**src/rtl/dpwb_pkg.sv**
```systemverilog
// ----------------------------------------------------------------------------
// Dual PLL program word builder package
// Shared types, constants and word packing functions.
// ----------------------------------------------------------------------------
package dpwb_pkg;

   localparam int FreqWidth   = 22;
   localparam int DivWidth    = 16;
   localparam int WordWidth   = 22;
   localparam int RefWidth    = 14;
   localparam int ModeWidth   = 3;
   localparam int CountWidth  = 18;
   localparam int AWidth      = 6;
   localparam int BWidth      = 11;
   localparam int Words       = 3;
   localparam int CntWidth    = $clog2(Words + 1);
   localparam int AddrWidth   = 3;
   localparam int DataWidth   = 32;

   localparam int MultWidth   = 23;
   localparam int Div25Shift  = 27;
   localparam int ProdWidth   = FreqWidth + MultWidth;
   localparam logic [MultWidth-1:0] Div25Mult = 23'd5368710;

   localparam logic [FreqWidth-1:0] P64FromKhz = 22'd1800000;
   localparam logic [RefWidth-1:0]  RefCountReset = 14'd160;
   localparam logic [ModeWidth-1:0] ModeBitsReset = 3'd1;

   localparam logic [1:0] AddrRf2R  = 2'd0;
   localparam logic [1:0] AddrRf2Ab = 2'd1;
   localparam logic [1:0] AddrRf1R  = 2'd2;
   localparam logic [1:0] AddrRf1Ab = 2'd3;

   localparam logic CmdSetFreq = 1'b0;
   localparam logic CmdSetDiv  = 1'b1;

   localparam logic RegRefCount = 1'b0;
   localparam logic RegModeBits = 1'b1;

   typedef logic [WordWidth-1:0] word_type;
   typedef word_type [Words-1:0] word_set_type;

   typedef struct packed {
      logic                 command;
      logic                 channel;
      logic [FreqWidth-1:0] freq_khz;
      logic [DivWidth-1:0]  divider;
   } req_type;

   typedef struct packed {
      logic [WordWidth-1:0] word;
      logic                 last;
   } rsp_type;

   typedef struct packed {
      logic [RefWidth-1:0]  ref_count;
      logic [ModeWidth-1:0] mode_bits;
   } cfg_type;

   function automatic word_type make_r(input logic [1:0] addr, input logic b21,
                                       input logic b20, input cfg_type cfg);
      return {b21, b20, cfg.mode_bits, 1'b0, cfg.ref_count, addr};
   endfunction

   function automatic word_type make_ab(input logic [1:0] addr, input logic [AWidth-1:0] a,
                                        input logic [BWidth-1:0] b, input logic p32);
      return {1'b0, p32, b, 1'b0, a, addr};
   endfunction

endpackage

```
**src/rtl/dual_pll_program_word_builder_unit.sv**
```systemverilog
// ----------------------------------------------------------------------------
// Dual PLL program word builder
// Turns each command into three 22-bit synthesizer programming words.
// ----------------------------------------------------------------------------
// Each item on the req_ channel is a command: a frequency in kHz or a direct
// divider for one of the two synthesizers. It yields three items on the rsp_
// channel: two reference words and then the A/B counter word, the last one
// marked by rsp_data.last. The csr_ port sets the reference count and the mode
// bits and should be written only while no command is in flight.
// An accepted command sits in an input register; its three words are built from
// it and loaded into the output stage once that stage is free, and the output
// stage shows the first word. The output stage sends one word per cycle while
// the receiver does not stall. The next command is taken into the input
// register while the current words are still being sent.
// When the receiver stalls, the shown word holds and req_stall rises once the
// input register is full. Reset empties both stages and restores the
// reference count to 160 and the mode bits to 1.
// ----------------------------------------------------------------------------
module dual_pll_program_word_builder_unit (
   input  logic                            clock,
   input  logic                            reset,
   input  logic                            req_valid,
   output logic                            req_stall,
   input  dpwb_pkg::req_type               req_data,
   output logic                            rsp_valid,
   input  logic                            rsp_stall,
   output dpwb_pkg::rsp_type               rsp_data,
   input  logic                            csr_psel,
   input  logic                            csr_penable,
   input  logic                            csr_pwrite,
   input  logic [dpwb_pkg::AddrWidth-1:0]  csr_paddr,
   input  logic [dpwb_pkg::DataWidth-1:0]  csr_pwdata,
   output logic [dpwb_pkg::DataWidth-1:0]  csr_prdata,
   output logic                            csr_pready
);

   dpwb_pkg::req_type      req_ff, req_in;
   logic                   held_ff, held_in;
   dpwb_pkg::cfg_type      cfg;
   dpwb_pkg::word_set_type words;
   logic                   load_ready;
   logic                   req_fire;

   assign req_stall = held_ff && !load_ready;
   assign req_fire  = req_valid && !req_stall;

   always_comb begin
      req_in  = req_ff;
      held_in = held_ff;
      if (req_fire) begin
         req_in  = req_data;
         held_in = 1'b1;
      end else if (load_ready) begin
         held_in = 1'b0;
      end
   end

   always_ff @(posedge clock) begin
      if (reset) begin
         held_ff <= 1'b0;
      end else begin
         held_ff <= held_in;
      end
      req_ff <= req_in;
   end

   dpwb_csr u_csr (
      .clock       (clock),
      .reset       (reset),
      .csr_psel    (csr_psel),
      .csr_penable (csr_penable),
      .csr_pwrite  (csr_pwrite),
      .csr_paddr   (csr_paddr),
      .csr_pwdata  (csr_pwdata),
      .csr_prdata  (csr_prdata),
      .csr_pready  (csr_pready),
      .cfg         (cfg)
   );

   dpwb_calc u_calc (
      .req   (req_ff),
      .cfg   (cfg),
      .words (words)
   );

   dpwb_out u_out (
      .clock      (clock),
      .reset      (reset),
      .load_valid (held_ff),
      .load_words (words),
      .load_ready (load_ready),
      .rsp_valid  (rsp_valid),
      .rsp_stall  (rsp_stall),
      .rsp_data   (rsp_data)
   );

endmodule

```
**src/rtl/dpwb_csr.sv**
```systemverilog
// ----------------------------------------------------------------------------
// Dual PLL program word builder registers
// APB-style register file holding the reference count and mode bits.
// ----------------------------------------------------------------------------
module dpwb_csr (
   input  logic                            clock,
   input  logic                            reset,
   input  logic                            csr_psel,
   input  logic                            csr_penable,
   input  logic                            csr_pwrite,
   input  logic [dpwb_pkg::AddrWidth-1:0]  csr_paddr,
   input  logic [dpwb_pkg::DataWidth-1:0]  csr_pwdata,
   output logic [dpwb_pkg::DataWidth-1:0]  csr_prdata,
   output logic                            csr_pready,
   output dpwb_pkg::cfg_type               cfg
);

   logic [dpwb_pkg::RefWidth-1:0]  ref_count_ff, ref_count_in;
   logic [dpwb_pkg::ModeWidth-1:0] mode_bits_ff, mode_bits_in;
   logic                           wr_en;

   assign csr_pready = 1'b1;
   assign wr_en = csr_psel && csr_penable && csr_pwrite && csr_pready;

   always_comb begin
      ref_count_in = ref_count_ff;
      mode_bits_in = mode_bits_ff;
      if (wr_en) begin
         if (csr_paddr[2] == dpwb_pkg::RegRefCount) begin
            ref_count_in = csr_pwdata[dpwb_pkg::RefWidth-1:0];
         end else begin
            mode_bits_in = csr_pwdata[dpwb_pkg::ModeWidth-1:0];
         end
      end
   end

   always_ff @(posedge clock) begin
      if (reset) begin
         ref_count_ff <= dpwb_pkg::RefCountReset;
         mode_bits_ff <= dpwb_pkg::ModeBitsReset;
      end else begin
         ref_count_ff <= ref_count_in;
         mode_bits_ff <= mode_bits_in;
      end
   end

   always_comb begin
      if (csr_paddr[2] == dpwb_pkg::RegRefCount) begin
         csr_prdata = dpwb_pkg::DataWidth'(ref_count_ff);
      end else begin
         csr_prdata = dpwb_pkg::DataWidth'(mode_bits_ff);
      end
   end

   assign cfg.ref_count = ref_count_ff;
   assign cfg.mode_bits = mode_bits_ff;

endmodule

```
**src/rtl/dpwb_calc.sv**
```systemverilog
// ----------------------------------------------------------------------------
// Dual PLL program word calculator
// Builds the two reference words and the A/B counter word of one command.
// ----------------------------------------------------------------------------
module dpwb_calc (
   input  dpwb_pkg::req_type      req,
   input  dpwb_pkg::cfg_type      cfg,
   output dpwb_pkg::word_set_type words
);

   logic [dpwb_pkg::ProdWidth-1:0]  prod;
   logic [dpwb_pkg::CountWidth-1:0] count;
   logic                            p64;
   logic [dpwb_pkg::AWidth-1:0]     a_val;
   logic [dpwb_pkg::BWidth-1:0]     b_val;
   logic [1:0]                      addr0, addr1, addr_ab;
   logic                            b21_0, b20_0, b20_1;

   // Division by the 25 kHz step as a reciprocal multiply, exact for 22-bit inputs.
   assign prod = dpwb_pkg::ProdWidth'(req.freq_khz) * dpwb_pkg::ProdWidth'(dpwb_pkg::Div25Mult);

   always_comb begin
      if (req.command == dpwb_pkg::CmdSetFreq) begin
         count = prod[dpwb_pkg::ProdWidth-1:dpwb_pkg::Div25Shift];
         p64   = (req.freq_khz >= dpwb_pkg::P64FromKhz);
      end else begin
         count = dpwb_pkg::CountWidth'(req.divider);
         p64   = 1'b0;
      end
      if (p64) begin
         a_val = count[5:0];
         b_val = count[16:6];
      end else begin
         a_val = {1'b0, count[4:0]};
         b_val = count[15:5];
      end
   end

   assign addr0   = req.channel ? dpwb_pkg::AddrRf2R  : dpwb_pkg::AddrRf1R;
   assign addr1   = req.channel ? dpwb_pkg::AddrRf1R  : dpwb_pkg::AddrRf2R;
   assign addr_ab = req.channel ? dpwb_pkg::AddrRf2Ab : dpwb_pkg::AddrRf1Ab;

   assign b21_0 = (req.command == dpwb_pkg::CmdSetDiv) || !req.channel;
   assign b20_0 = (req.command == dpwb_pkg::CmdSetDiv) && req.channel;
   assign b20_1 = (req.command == dpwb_pkg::CmdSetDiv) && !req.channel;

   assign words[0] = dpwb_pkg::make_r(addr0, b21_0, b20_0, cfg);
   assign words[1] = dpwb_pkg::make_r(addr1, 1'b0, b20_1, cfg);
   assign words[2] = dpwb_pkg::make_ab(addr_ab, a_val, b_val, !p64);

endmodule

```
**src/rtl/dpwb_out.sv**
```systemverilog
// ----------------------------------------------------------------------------
// Dual PLL program word output stage
// Holds the three words of one command and hands them out in order.
// ----------------------------------------------------------------------------
module dpwb_out (
   input  logic                   clock,
   input  logic                   reset,
   input  logic                   load_valid,
   input  dpwb_pkg::word_set_type load_words,
   output logic                   load_ready,
   output logic                   rsp_valid,
   input  logic                   rsp_stall,
   output dpwb_pkg::rsp_type      rsp_data
);

   dpwb_pkg::word_set_type        words_ff, words_in;
   logic [dpwb_pkg::CntWidth-1:0] cnt_ff, cnt_in;
   logic                          valid_ff, valid_in;
   logic                          fire, is_last;

   assign is_last    = (cnt_ff == dpwb_pkg::CntWidth'(1));
   assign fire       = valid_ff && !rsp_stall;
   assign load_ready = !valid_ff || (fire && is_last);

   always_comb begin
      words_in = words_ff;
      cnt_in   = cnt_ff;
      valid_in = valid_ff;
      if (load_valid && load_ready) begin
         words_in = load_words;
         cnt_in   = dpwb_pkg::CntWidth'(dpwb_pkg::Words);
         valid_in = 1'b1;
      end else if (fire) begin
         if (is_last) begin
            valid_in = 1'b0;
         end else begin
            for (int i = 0; i < dpwb_pkg::Words - 1; i++) begin
               words_in[i] = words_ff[i+1];
            end
            cnt_in = cnt_ff - dpwb_pkg::CntWidth'(1);
         end
      end
   end

   always_ff @(posedge clock) begin
      if (reset) begin
         valid_ff <= 1'b0;
         cnt_ff   <= '0;
      end else begin
         valid_ff <= valid_in;
         cnt_ff   <= cnt_in;
      end
      words_ff <= words_in;
   end

   assign rsp_valid     = valid_ff;
   assign rsp_data.word = words_ff[0];
   assign rsp_data.last = is_last;

endmodule

```
**config.mk**
```make
export PLATFORM = sky130hd
export DESIGN_NAME = dual_pll_program_word_builder_unit
export DESIGN_NICKNAME = d
export VERILOG_FILES = /design/src/rtl/dpwb_pkg.sv /design/src/rtl/dual_pll_program_word_builder_unit.sv /design/src/rtl/dpwb_csr.sv /design/src/rtl/dpwb_calc.sv /design/src/rtl/dpwb_out.sv
export SDC_FILE = /design/constraint.sdc
export NUM_CORES = 1
export LEC_CHECK = 0
export BUFFER_PORTS_ARGS = -buffer_cell sky130_fd_sc_hd__buf_2
export CAP_MARGIN = 30
export CORE_MARGIN = 4
export CORE_UTILIZATION = 41
export CTS_CLUSTER_DIAMETER = 30
export CTS_CLUSTER_SIZE = 10
export DETAILED_ROUTE_END_ITERATION = 10
export SLEW_MARGIN = 15
export SYNTH_ARGS = -nofsm -noshare
export SYNTH_HDL_FRONTEND = slang
export SYNTH_SLANG_ARGS = --single-unit
```
**constraint.sdc**
```tcl
create_clock -name clock -period 5.9 [get_ports clock]
set_input_delay 1.18 -clock clock [delete_from_list [all_inputs] [get_ports clock]]
set_output_delay 1.18 -clock clock [all_outputs]
set_load 0.01 [all_outputs]
```
==> flow_metrics.env <==
export IMPL_outcome="complete, but fails checks"
export IMPL_violations="negative setup slack"
export IMPL_rows=67
export IMPL_finalMaxSlewViolations=0
export IMPL_clkTransAtPathRegs_ns=0.06
export IMPL_synth_top_area_cell="fa_1"
export IMPL_core_um2=33600
export IMPL_insertion_delay_ns=0.44
export IMPL_syn_area_um2=14000
export IMPL_crit_family="adder cells"
export IMPL_critPathMostFrequentCell="fa_1"
export IMPL_post_route_util=0.518
export IMPL_cts_root_buf="clkbuf_16"
export IMPL_fmax_mhz=156
export IMPL_hold_viol=0
export IMPL_ant_nets=0
export IMPL_max_stage_delay_ns=0.60
export IMPL_cts_sinks=123
export IMPL_die_x_um=193
export IMPL_drt_initial_drc_count=424
export IMPL_avgSynthCellArea_um2=10.7
export IMPL_antenna_found_initial=1
export IMPL_ys_seq_area_frac=0.247
export IMPL_hpwl_um=27500
export IMPL_synth_edff_count=100
export IMPL_overflow=0
export IMPL_die_area_um2=37200
export IMPL_tightest_slew_ns=0.730
export IMPL_arrival_ns=6.57
export IMPL_globalplace_congestion=0.931
export IMPL_cap_violations=0
export IMPL_setup_violations=14
export IMPL_diodes=0
export IMPL_num_fill_cells=3083
export IMPL_crit_fanout=3
export IMPL_rsz0062_at_grt="yes"
export IMPL_final_nets=2089
export IMPL_start_kind="flip-flop"
export IMPL_setup_ws_ns=-0.524
export IMPL_grt_pass1_vias=10200
export IMPL_io_buffers=100
export IMPL_min_delay_path_class="flip-flop to flip-flop"
export IMPL_drc=0
export IMPL_cts_buffers=17
export IMPL_start_util=0.417
export IMPL_async_flop_share=0
export IMPL_crit_type="flip-flop to flip-flop"
export IMPL_layout_common_cells="inv_1, ha_1, buf_4, fa_1"
export IMPL_wl_per_cell_um=16.2
export IMPL_die_h_um=193
export IMPL_fin_crit_sh=1.09
export IMPL_synth_seq_cells=123
export IMPL_drive_gt1_frac=0.269
export IMPL_synth_ff_type="edfxtp_1"
export IMPL_grtUsageTotal=0.185
export IMPL_ios=140
export IMPL_synthTopCellsByArea="fa_1, ha_1, edfxtp_1, inv_1, dfxtp_1"
export IMPL_worstPathCellList="buf_6, buf_6, fa_1, ha_2, inv_2, fa_1, inv_1, fa_1, fa_1, fa_1, inv_2, fa_2, inv_2, ha_4, a21oi_2, o21a_1, nand3_2, o211ai_1, nand2_1, a211o_1, xnor2_1, o221ai_1"
export IMPL_vias=9793
export IMPL_yosys_warnings=0
export IMPL_cp_end_kind="flip-flop"
export IMPL_crit_buf_inv=6
export IMPL_finalCriticalPeriod_ns=6.42
export IMPL_cts_tree="built"
export IMPL_drt_total_wl_um=33100
export IMPL_h_tree_depth=4
export IMPL_synth_cell_types=69
export IMPL_vias_per_cell=4.78
export IMPL_skew_ns=0.0169
export IMPL_slew_headroom=0.513
export IMPL_synth_cells=1311
export IMPL_dr_pass1_iters=5
export IMPL_yosys_area_top_type_share=0.253
export IMPL_clock_path_buffers=2
export IMPL_grt_pass1_wl_um=53300
export IMPL_layout_commonest_cell="inv_1"
export IMPL_postCtsHoldBufs=0
export IMPL_area_growth_pct=24.2
export IMPL_worst_path_max_delay_cell="fa_2"
export IMPL_crit_required_ns=6.04
export IMPL_grt_max_degree=56
-- Yosys cell counts (2+ instances only) --
cell and count:
a211o_1 2, a211oi_1 3, a21o_1 25, a21oi_1 50, a221oi_1 2, a22o_1 33, a22oi_1 3, a31oi_1 6
a32o_1 2, and3_1 4, buf_1 3, buf_4 43, buf_6 3, clkbuf_1 14, clkbuf_8 2, conb_1 2
dfxtp_1 23, edfxtp_1 100, fa_1 177, ha_1 243, inv_1 322, mux2_2 4, mux2i_1 3, nand2_1 80
nand3_1 7, nand3b_1 2, nand4_1 13, nor2_1 25, nor2b_1 14, nor3_1 5, nor4_1 3, o211ai_1 4
o21a_1 3, o21ai_0 23, o21ai_1 2, o21bai_1 3, o221ai_1 5, xnor2_1 12, xor2_1 11
-- worst register-to-register path: stages, from the launching register on --
cell	delay, ns
edfxtp_1	0.44
buf_6	0.17
buf_6	0.12
fa_1	0.54
ha_2	0.20
inv_2	0.04
fa_1	0.49
inv_1	0.05
fa_1	0.46
fa_1	0.49
fa_1	0.52
inv_2	0.05
fa_2	0.60
inv_2	0.05
ha_4	0.15
a21oi_2	0.10
o21a_1	0.19
nand3_2	0.10
o211ai_1	0.46
nand2_1	0.18
a211o_1	0.41
xnor2_1	0.19
o221ai_1	0.15
-- timing repair --
action,CTS,global route
gates resized for setup,44,44
buffers inserted,10,11
pin swaps,17,49
endpoints found under the setup margin,17,17
-- routing by layer --
metal	global-route usage	vias to the layer above	share of wire
met1	0.260	4773	0.46
met4	0.0414	0	0.016
met5	0	-	0
met3	0.0382	34	0.054
met2	0.299	208	0.47
li1	-	4778	-
-- cell type report --
type,count,area [um2],share of cell area
Timing Repair Buffer,307,2150,0.123
Multi-Input combinational cell,814,9440,0.542
Clock inverter,15,171,0.00984
Clock buffer,17,425,0.0244
Sequential cell,123,3460,0.199
Inverter,324,1220,0.0698
Tap cell,448,561,0.0322
-- state kept, by name, indices dropped and copies added (netlist names) --
register and flops:
u_out.cnt_ff 2, u_csr.ref_count_ff 14, req_ff 40, u_out.rsp_valid 1, u_out.rsp_data 22, held_ff 1, u_csr.mode_bits_ff 3, u_out.words_ff 40
-- logic make-up after synthesis --
family	Yosys count	synth area share
AO/OA/AOI/OAI	183	0.0903
XOR/XNOR	23	0.0144
adder cells (fa/ha/maj)	420	0.469
buffers and inverters	391	0.120
flip-flops	123	0.247
multiplexers	7	0.00535
other	2	0.000535
AND/OR/NAND/NOR	162	0.0538
-- final timing paths --
check | startpoint | to | slack (ns) | cells past startpoint
hold / removal | u_out.words_ff[38] | u_out.words_ff[38] | 0.46 | 2
setup / recovery | req_ff[24] | u_out.words_ff[63] | -0.52 | 22
setup reg to reg | req_ff[24] | u_out.words_ff[63] | -0.52 | 22
hold reg to reg | u_out.words_ff[38] | u_out.words_ff[38] | 0.46 | 2
-- per-stage QoR --
step	setup TNS (ns)	cells	hold WS, ns	setup slack (ns)	cell area, um2
2_1_floorplan	-0.230	1328	0.432	-0.0866	14200
3_3_place_gp	-8.17	1991	0.438	-0.632	16200
3_5_place_dp	-8.99	1993	0.449	-0.671	16200
4_1_cts	-4.57	2035	0.458	-0.440	17100
5_1_grt	-7.57	2048	0.492	-0.664	17400
6_report	-4.79	2048	0.457	-0.524	17400
Power is left out: the tool's default activity adds up to more than one toggle a clock period on the data nets, which glitch-free logic cannot reach.
